--- src/design/twm_pkg.sv ---
// Shared types and constants for the trimmed-mean window filter.
`timescale 1ns / 1ps
`default_nettype none

package twm_pkg;

    localparam int SAMPLE_W = 32;

    typedef struct packed {
        logic signed [SAMPLE_W-1:0] lat_sample;
        logic signed [SAMPLE_W-1:0] lon_sample;
    } t_fix_in;

    typedef struct packed {
        logic signed [SAMPLE_W-1:0] lat_filtered;
        logic signed [SAMPLE_W-1:0] lon_filtered;
    } t_fix_out;

    // Per-cycle controls from the sequencer to every lane.
    typedef struct packed {
        logic wr_en;
        logic rd_en;
        logic acc_en;
        logic acc_first;
        logic div_start;
    } t_lane_ctl;

    typedef enum logic [2:0] {
        S_IDLE,
        S_FILL,
        S_WRITE,
        S_SCAN,
        S_DRAIN,
        S_DIV,
        S_WAIT,
        S_DONE
    } t_state;

endpackage

`default_nettype wire

--- src/design/window_trimmed_mean_filter_unit.sv ---
// Top level: fix sequencer, latitude and longitude lanes, result merge and output register.
//
//  channel   direction  signals                              payload
//  in        input      i_in_valid / o_in_ready / i_in_data  t_fix_in
//  out       output     o_out_valid / i_out_ready / o_out_data t_fix_out
//
// One fix at a time. The first fix after reset fills the whole ring, later fixes write
// a single slot; then a ring scan, a drain and a start step, the divider (three 16-bit
// reciprocal steps, then a wait until both lanes are done) and a load of the output.
// Reset is synchronous; the ring contents need none, as the first fix overwrites them.
// A held result stalls only the final hand-off: the next fix is taken while it waits.
`timescale 1ns / 1ps
`default_nettype none

module window_trimmed_mean_filter_unit #(
    parameter int WINDOW = 10
) (
    input  wire logic              i_clk,
    input  wire logic              i_rst_n,
    input  wire logic              i_in_valid,
    output logic                   o_in_ready,
    input  wire twm_pkg::t_fix_in  i_in_data,
    output logic                   o_out_valid,
    input  wire logic              i_out_ready,
    output twm_pkg::t_fix_out      o_out_data
);

    import twm_pkg::*;

    localparam int AW = $clog2(WINDOW);
    localparam logic [AW-1:0] LAST  = AW'(WINDOW - 1);
    localparam logic [AW-1:0] SLOT1 = AW'(1 % WINDOW);

    t_state  r_state, n_state;
    logic [AW-1:0] r_idx;
    logic [AW-1:0] r_wslot;
    logic          r_primed;
    logic          r_acc_vld;
    logic          r_acc_first;
    t_fix_in       r_fix;
    t_fix_out      r_out;
    logic          r_out_valid;

    t_lane_ctl     ctl;
    logic [AW-1:0] waddr;
    logic          in_beat;
    logic          load_out;
    logic          lat_done, lon_done;
    logic signed [SAMPLE_W-1:0] lat_q, lon_q;

    assign in_beat  = i_in_valid && o_in_ready;
    assign load_out = (r_state == S_DONE) && (!r_out_valid || i_out_ready);

    // Next state.
    always_comb begin
        n_state = r_state;
        unique case (r_state)
            S_IDLE:  if (i_in_valid) n_state = r_primed ? S_WRITE : S_FILL;
            S_FILL:  if (r_idx == LAST) n_state = S_SCAN;
            S_WRITE: n_state = S_SCAN;
            S_SCAN:  if (r_idx == LAST) n_state = S_DRAIN;
            S_DRAIN: n_state = S_DIV;
            S_DIV:   n_state = S_WAIT;
            S_WAIT:  if (lat_done && lon_done) n_state = S_DONE;
            S_DONE:  if (!r_out_valid || i_out_ready) n_state = S_IDLE;
            default: n_state = S_IDLE;
        endcase
    end

    // State outputs.
    always_comb begin
        o_in_ready    = 1'b0;
        ctl           = '0;
        ctl.acc_en    = r_acc_vld;
        ctl.acc_first = r_acc_first;
        waddr         = r_idx;
        unique case (r_state)
            S_IDLE:  o_in_ready = 1'b1;
            S_FILL:  ctl.wr_en = 1'b1;
            S_WRITE: begin
                ctl.wr_en = 1'b1;
                waddr     = r_wslot;
            end
            S_SCAN:  ctl.rd_en = 1'b1;
            S_DIV:   ctl.div_start = 1'b1;
            S_DRAIN, S_WAIT, S_DONE: ;
            default: ;
        endcase
    end

    always_ff @(posedge i_clk) begin
        if (!i_rst_n) begin
            r_state     <= S_IDLE;
            r_idx       <= '0;
            r_wslot     <= '0;
            r_primed    <= 1'b0;
            r_acc_vld   <= 1'b0;
            r_acc_first <= 1'b0;
            r_out_valid <= 1'b0;
        end else begin
            r_state     <= n_state;
            r_acc_vld   <= (r_state == S_SCAN);
            r_acc_first <= (r_state == S_SCAN) && (r_idx == '0);
            if (r_state == S_FILL || r_state == S_SCAN) begin
                r_idx <= (r_idx == LAST) ? '0 : r_idx + 1'b1;
            end
            if (r_state == S_FILL && r_idx == LAST) begin
                r_wslot  <= SLOT1;
                r_primed <= 1'b1;
            end
            if (r_state == S_WRITE) begin
                r_wslot <= (r_wslot == LAST) ? '0 : r_wslot + 1'b1;
            end
            if (load_out) begin
                r_out_valid <= 1'b1;
            end else if (i_out_ready) begin
                r_out_valid <= 1'b0;
            end
        end
    end

    // Payload registers: hold the accepted fix, capture the merged result.
    always_ff @(posedge i_clk) begin
        if (in_beat) begin
            r_fix <= i_in_data;
        end
        if (load_out) begin
            r_out.lat_filtered <= lat_q;
            r_out.lon_filtered <= lon_q;
        end
    end

    twm_lane #(
        .WINDOW (WINDOW)
    ) u_lat (
        .i_clk    (i_clk),
        .i_rst_n  (i_rst_n),
        .i_ctl    (ctl),
        .i_waddr  (waddr),
        .i_raddr  (r_idx),
        .i_sample (r_fix.lat_sample),
        .o_done   (lat_done),
        .o_quot   (lat_q)
    );

    twm_lane #(
        .WINDOW (WINDOW)
    ) u_lon (
        .i_clk    (i_clk),
        .i_rst_n  (i_rst_n),
        .i_ctl    (ctl),
        .i_waddr  (waddr),
        .i_raddr  (r_idx),
        .i_sample (r_fix.lon_sample),
        .o_done   (lon_done),
        .o_quot   (lon_q)
    );

    assign o_out_valid = r_out_valid;
    assign o_out_data  = r_out;

endmodule

`default_nettype wire

--- src/design/twm_ram.sv ---
// Generic single-write, single-read RAM with registered read data.
`timescale 1ns / 1ps
`default_nettype none

module twm_ram #(
    parameter int WIDTH = 32,
    parameter int DEPTH = 10
) (
    input  wire logic                     i_clk,
    input  wire logic                     i_we,
    input  wire logic [$clog2(DEPTH)-1:0] i_waddr,
    input  wire logic [WIDTH-1:0]         i_wdata,
    input  wire logic                     i_re,
    input  wire logic [$clog2(DEPTH)-1:0] i_raddr,
    output logic      [WIDTH-1:0]         o_rdata
);

    logic [WIDTH-1:0] r_mem [DEPTH];
    logic [WIDTH-1:0] r_rdata;

    always_ff @(posedge i_clk) begin
        if (i_we) begin
            r_mem[i_waddr] <= i_wdata;
        end
        if (i_re) begin
            r_rdata <= r_mem[i_raddr];
        end
    end

    assign o_rdata = r_rdata;

endmodule

`default_nettype wire

--- src/design/twm_div.sv ---
// Reciprocal divider: signed dividend by a constant, quotient toward zero, one digit a cycle.
`timescale 1ns / 1ps
`default_nettype none

module twm_div #(
    parameter int SW      = 36,
    parameter int DIVISOR = 8
) (
    input  wire logic                 i_clk,
    input  wire logic                 i_rst_n,
    input  wire logic                 i_start,
    input  wire logic signed [SW-1:0] i_dividend,
    output logic                      o_done,
    output logic signed [twm_pkg::SAMPLE_W-1:0] o_quot
);

    import twm_pkg::*;

    // Split the magnitude into 16-bit digits, MSB first. Each step divides
    // remainder:digit by a reciprocal multiply that is exact over that range.
    localparam int DIG = 16;
    localparam int ND  = (SW + DIG - 1) / DIG;
    localparam int MW  = ND * DIG;
    localparam int RW  = $clog2(DIVISOR + 1);
    localparam int TW  = DIG + RW;
    localparam int SH  = TW + $clog2(DIVISOR);
    localparam int PW  = 2 * TW + 1;
    localparam int CW  = $clog2(ND + 1);
    localparam longint RECIP =
        ((longint'(1) << SH) + longint'(DIVISOR) - 1) / longint'(DIVISOR);
    localparam logic [PW-1:0] RECIP_C = PW'(RECIP);
    localparam logic [TW-1:0] DIV_C   = TW'(DIVISOR);

    logic [MW-1:0]  r_mag;
    logic [MW-1:0]  r_q;
    logic [RW-1:0]  r_rem;
    logic [CW-1:0]  r_cnt;
    logic           r_neg;
    logic           r_busy;
    logic           r_done;

    logic [SW-1:0]  mag;
    logic [TW-1:0]  part;
    logic [PW-1:0]  prod;
    logic [DIG-1:0] q_dig;
    logic [TW-1:0]  q_back;
    logic [MW-1:0]  q_signed;

    assign mag    = i_dividend[SW-1] ? SW'(-i_dividend) : SW'(i_dividend);
    assign part   = {r_rem, r_mag[MW-1 -: DIG]};
    assign prod   = PW'(part) * RECIP_C;
    assign q_dig  = prod[SH +: DIG];
    assign q_back = TW'(q_dig) * DIV_C;

    always_ff @(posedge i_clk) begin
        if (!i_rst_n) begin
            r_busy <= 1'b0;
            r_done <= 1'b0;
            r_cnt  <= '0;
        end else if (i_start) begin
            r_busy <= 1'b1;
            r_done <= 1'b0;
            r_cnt  <= CW'(ND);
        end else if (r_busy) begin
            r_cnt <= r_cnt - 1'b1;
            if (r_cnt == CW'(1)) begin
                r_busy <= 1'b0;
                r_done <= 1'b1;
            end
        end
    end

    // One quotient digit per cycle; carry the remainder into the next digit.
    always_ff @(posedge i_clk) begin
        if (i_start) begin
            r_mag <= MW'(mag);
            r_q   <= '0;
            r_rem <= '0;
            r_neg <= i_dividend[SW-1];
        end else if (r_busy) begin
            r_mag <= r_mag << DIG;
            r_q   <= {r_q[MW-DIG-1:0], q_dig};
            r_rem <= RW'(part - q_back);
        end
    end

    assign q_signed = r_neg ? (MW'(0) - r_q) : r_q;
    assign o_quot   = q_signed[SAMPLE_W-1:0];
    assign o_done   = r_done;

endmodule

`default_nettype wire

--- src/design/twm_lane.sv ---
// One coordinate lane: sample ring, min/max/sum scan and trimmed-mean divide.
`timescale 1ns / 1ps
`default_nettype none

module twm_lane #(
    parameter int WINDOW = 10
) (
    input  wire logic                                i_clk,
    input  wire logic                                i_rst_n,
    input  wire twm_pkg::t_lane_ctl                  i_ctl,
    input  wire logic [$clog2(WINDOW)-1:0]           i_waddr,
    input  wire logic [$clog2(WINDOW)-1:0]           i_raddr,
    input  wire logic signed [twm_pkg::SAMPLE_W-1:0] i_sample,
    output logic                                     o_done,
    output logic signed [twm_pkg::SAMPLE_W-1:0]      o_quot
);

    import twm_pkg::*;

    localparam int SW = SAMPLE_W + $clog2(WINDOW);

    logic [SAMPLE_W-1:0]        rd_raw;
    logic signed [SAMPLE_W-1:0] rd_data;
    logic signed [SW-1:0]       r_sum;
    logic signed [SAMPLE_W-1:0] r_min;
    logic signed [SAMPLE_W-1:0] r_max;
    logic signed [SW-1:0]       trim;

    twm_ram #(
        .WIDTH (SAMPLE_W),
        .DEPTH (WINDOW)
    ) u_ring (
        .i_clk   (i_clk),
        .i_we    (i_ctl.wr_en),
        .i_waddr (i_waddr),
        .i_wdata (i_sample),
        .i_re    (i_ctl.rd_en),
        .i_raddr (i_raddr),
        .o_rdata (rd_raw)
    );

    assign rd_data = signed'(rd_raw);

    always_ff @(posedge i_clk) begin
        if (i_ctl.acc_en) begin
            if (i_ctl.acc_first) begin
                r_sum <= SW'(rd_data);
                r_min <= rd_data;
                r_max <= rd_data;
            end else begin
                r_sum <= r_sum + SW'(rd_data);
                if (rd_data < r_min) begin
                    r_min <= rd_data;
                end
                if (rd_data > r_max) begin
                    r_max <= rd_data;
                end
            end
        end
    end

    // Drop one copy each of the largest and smallest entry.
    assign trim = r_sum - SW'(r_max) - SW'(r_min);

    twm_div #(
        .SW      (SW),
        .DIVISOR (WINDOW - 2)
    ) u_div (
        .i_clk      (i_clk),
        .i_rst_n    (i_rst_n),
        .i_start    (i_ctl.div_start),
        .i_dividend (trim),
        .o_done     (o_done),
        .o_quot     (o_quot)
    );

endmodule

`default_nettype wire

--- config.mk ---
export PLATFORM = sky130hd
export DESIGN_NAME = window_trimmed_mean_filter_unit
export DESIGN_NICKNAME = d
export VERILOG_FILES = /design/src/design/twm_pkg.sv /design/src/design/window_trimmed_mean_filter_unit.sv /design/src/design/twm_ram.sv /design/src/design/twm_div.sv /design/src/design/twm_lane.sv
export SDC_FILE = /design/constraint.sdc
export NUM_CORES = 2
export LEC_CHECK = 0
export BUFFER_PORTS_ARGS = -buffer_cell sky130_fd_sc_hd__buf_2
export CAP_MARGIN = 15
export CORE_MARGIN = 2
export CORE_UTILIZATION = 45
export CTS_CLUSTER_DIAMETER = 80
export CTS_CLUSTER_SIZE = 12
export DETAILED_ROUTE_END_ITERATION = 7
export HOLD_SLACK_MARGIN = 0.1
export SYNTH_ARGS = -nofsm -noshare
export SYNTH_HDL_FRONTEND = slang
export SYNTH_SLANG_ARGS = --single-unit
--- constraint.sdc ---
create_clock -name i_clk -period 4.75 [get_ports i_clk]
set_input_delay 0.95 -clock i_clk [delete_from_list [all_inputs] [get_ports i_clk]]
set_output_delay 0.95 -clock i_clk [all_outputs]
set_load 0.02 [all_outputs]
==> impl_results.md <==
- Sort of element at the end of the critical path: flop
- Final layout net count: ~4900
- Number of synthesized register bits: approximately 1200
- Number of buffers added by the clock tree synthesis step: roughly 110
- # placed instances: 6112
- Sequential-to-total area share from yosys stat: 0.6004
- Sum of routed wire length over all layers: around 130 mm
- Post-DR wirelength/cell: about 21 um
- Data required time of the worst path: about 5.3 ns
- Antenna violations before repair: 4
- Static leakage power: 23.36 nW
- Flop2flop setup slack: roughly 0.17 ns
- CTS root buffer: sky130_fd_sc_hd__clkbuf_16
- Number of cell rows: about 130
- Area delta synth->final: 11.40%
- P_int: between 15 and 20 mW
- Layout cell share with drive strength beyond 1: 0.1312
- Critical path's slowest cell: sky130_fd_sc_hd__fa_2
- Final Worst Setup Slack: approximately 0.17 ns
- Worst path top cell family by delay: compound AO/OA/AOI/OAI gates
- Cell Count, Final, Fillers Out: 6304
- R2R depth: 17
- Detailed Route Iter0 Violations: 2371
- Placer congestion estimate: 0.8514
- Clock network fraction of total power: 0.373
- Data arrival time of the critical path: between 5 and 6 ns
- Slew at the pin closest to its max-slew limit: roughly 1.0 ns
- Clock period minus final worst setup slack: 4.578 ns
- Worst Setup Slack post-DPL: roughly 0.002 ns
- Setup crit start kind: flop
- Number of nets still failing antenna checks after routing: 0
- N_diodes: 0
- Leading register cell type out of synthesis: sky130_fd_sc_hd__edfxtp_1
- Hold Path End: r_fix[26]
- Leading cell type in the layout, fill and taps excluded: sky130_fd_sc_hd__edfxtp_1
- Switching share of total power: 0.2282
- Cell seen most often among critical-path stages: sky130_fd_sc_hd__fa_2
- Vias in the first global route: around 35000
- CTS H-tree lvls: 3
- End of the worst register-to-register path: u_lat.u_div.r_mag[35]
- CTS tree: done
- Cell types with the largest area share after synthesis: sky130_fd_sc_hd__edfxtp_1, sky130_fd_sc_hd__ha_1, sky130_fd_sc_hd__mux4_2, sky130_fd_sc_hd__dfxtp_1, sky130_fd_sc_hd__mux2i_1
- Endpoints failing setup: 0
- Number of instances in the synthesized netlist: 4307
- Boundary Pins: between 100 and 150
- Global-route usage over all layers: 0.1923
- Count of final max-slew check failures: 0
- Number of buffers added on ports: 133
- Part of the total power dissipated in sequential elements: 0.543
- Max Fanout on Critical Path: 6
- Kind of path behind the tightest hold check: in -> reg
- RSZ-0062 raised after global routing: yes
- Post-Syn Nets: around 4700
- Effective utilization at floorplan: 0.4521
- Fin util: 0.5037
- Run status: finished clean
- Most used cells in the layout excluding fill and tap cells: sky130_fd_sc_hd__edfxtp_1, sky130_fd_sc_hd__ha_1, sky130_fd_sc_hd__nor2_1
- First-pass iteration count of the detailed router: 6
- Share of the synthesized area in the top cell type: 0.5609
- Fraction of registers with async set/reset: 0
- Standard cell core area: approximately 130000 um2
- Area after detailed placement: 62380 um2
- Share of total power in combinational logic: 0.084
- Clock Skews: ~0.051 ns
- Register clock-pin slew on the reported worst setup and hold paths: ~0.070 ns
- Clock insertion delay at the later pin of the skew report: ~0.75 ns
- Worst voltage drop across the vdd grid: 0.2964 mV
- Clk sinks: ~1200
- Slew HR: 0.3047
- Cell variety after synth: a little under 100
- Sw power: around 5.2 mW
- Period utilisation layout: 0.9638
- Ratio of routed vias to standard cells: between 5 and 6
- Crit. Startpoint: u_lat.r_min[0]
- Max-cap viol count: 0
- Hold wc startpoint: i_in_data[26]
- Gr ovfl total: 0
- Wire length of the first global-routing pass: between 200 and 250 mm
- Vias after detailed routing: 34740
- Largest net degree at the start of global routing: 97
- Source of the worst register-to-register timing path: u_lat.r_min[0]
- Maximum clock rate: between 200 and 250 MHz
- Synth warnings: 0
- Number of flops mapped to enable cells by yosys: 1106
- Final hold violation count: 0
- Synth area leader: sky130_fd_sc_hd__edfxtp_1
- Synthesized area per cell: ~14 um2
- DIE HEIGHT: between 300 and 400 um
- Critical path start-end classification: reg -> reg
- HPWL after DPL: between 80 and 90 mm
- Design area: between 60000 and 70000 um2
- Post-CTS Hold Buffers: 0
- CTS max path bufs: 3
- Post-route total power: approximately 23 mW
- Power density over the cells: 342.2 nW/um2
- Die outline width: 366.8 um
- Combined buffer and inverter count along the critical path: 2
- Hold Path Stages: 1
- Die footprint: 134500 um2
- Cell area after synthesis: 59210 um2
- DRC viols: 0
- Cells traversed along the worst timing path: fa_2 -> inv_2 -> ha_4 -> nor2_4 -> fa_2 -> nor2b_4 -> o31a_4 -> o2111a_2 -> o31ai_4 -> a21oi_4 -> mux2_4 -> a2111o_1 -> nor4_4 -> buf_4 -> and3_1 -> nand3_1 -> o31ai_2
- Delay of the slowest cell on the worst path: 0.60 ns
how the worst max path moves through the flow:
stage / endpoint / slack (ns) / cells past startpoint
floorplan: u_lat.u_ring.r_mem[1][0] / -0.41 / 6
global placement: u_lon.u_div.r_mag[31] / 0.06 / 16
detailed placement: u_lon.u_div.r_mag[31] / 0.002 / 15
CTS: u_lon.u_div.r_mag[31] / 0.008 / 15
global route: u_lat.u_div.r_mag[34] / -0.04 / 18
finish: u_lat.u_div.r_mag[35] / 0.17 / 17
what timing repair did:
action	CTS	global route
setup endpoints to repair	0	27
resized for setup	0	35
buffers inserted	0	13
cell usage after synthesis, types with 35 or more instances:
master / count
sky130_fd_sc_hd__a211oi_1: 87
sky130_fd_sc_hd__nand2b_1: 36
sky130_fd_sc_hd__ha_1: 280
sky130_fd_sc_hd__nand3_1: 42
sky130_fd_sc_hd__mux2i_1: 170
sky130_fd_sc_hd__mux4_2: 128
sky130_fd_sc_hd__buf_1: 47
sky130_fd_sc_hd__edfxtp_1: 1106
sky130_fd_sc_hd__a21o_1: 112
sky130_fd_sc_hd__o21ai_0: 202
sky130_fd_sc_hd__fa_1: 72
sky130_fd_sc_hd__nor2_1: 269
sky130_fd_sc_hd__clkbuf_1: 96
sky130_fd_sc_hd__dfxtp_1: 117
sky130_fd_sc_hd__nor3_1: 51
sky130_fd_sc_hd__and2_1: 84
sky130_fd_sc_hd__a21oi_1: 250
sky130_fd_sc_hd__inv_1: 193
sky130_fd_sc_hd__nand2_1: 222
sky130_fd_sc_hd__xor2_1: 77
sky130_fd_sc_hd__nor2b_1: 35
sky130_fd_sc_hd__xnor2_1: 161
kinds of logic after synthesis:
group,synth area share
xor gates and xnor gates,0.03520
adders and majority gates,0.08351
DFF,0.6004
AOI/OAI and AO/OA,0.1022
muxes,0.07869
and+or+nand+nor,0.07674
buffers and inverters,0.02324
power groups by stage:
stage / clock (mW) / combinational, mW / sequential [mW]
after global routing: 9.06 / 2.09 / 12.3
after global placement: 0 / 1.88 / 12.5
final: 8.42 / 1.89 / 12.3
after CTS: 8.66 / 1.90 / 12.3
after floorplan: 0 / 1.39 / 12.4
after detailed placement: 0 / 1.89 / 12.5
final cells by class:
cell class / count / area [um2]
clock buffers: 168 / 3087
multi-input cells: 2729 / 22630
fillers: 11227 / 65000
clock inverters: 11 / 207.7
flip-flops and latches: 1223 / 35580
inverters: 197 / 740.7
well taps: 1755 / 2196
repair buffers: 221 / 1526
flip-flops by register name (all words and copies together), names as in the netlist, 36 cells and up:
name	cells
u_lon.u_ring.r_mem	320
u_lat.u_ring.r_mem	320
u_lon.r_sum	36
u_lat.r_sum	36
r_fix	64
u_lat.u_div.r_mag	48
u_lon.u_div.r_mag	48
o_out_data	64
stage by stage:
step	hold WS [ns]	TNS [ns]
6_report	0.3739	0
4_1_cts	0.3110	0
3_5_place_dp	0.4680	0
5_1_grt	0.3388	-0.2141
3_3_place_gp	0.4543	0
2_1_floorplan	0.4366	-83.07
routing by layer:
metal | vias up | global-route usage | wire length, um
li1 | 16710 | - | -
met1 | 17175 | 0.2771 | 61420
met2 | 697 | 0.3105 | 60850
met3 | 158 | 0.02449 | 5379
met4 | 0 | 0.04661 | 2334
met5 | - | 0 | 0
(Power assumes the default switching activity.)
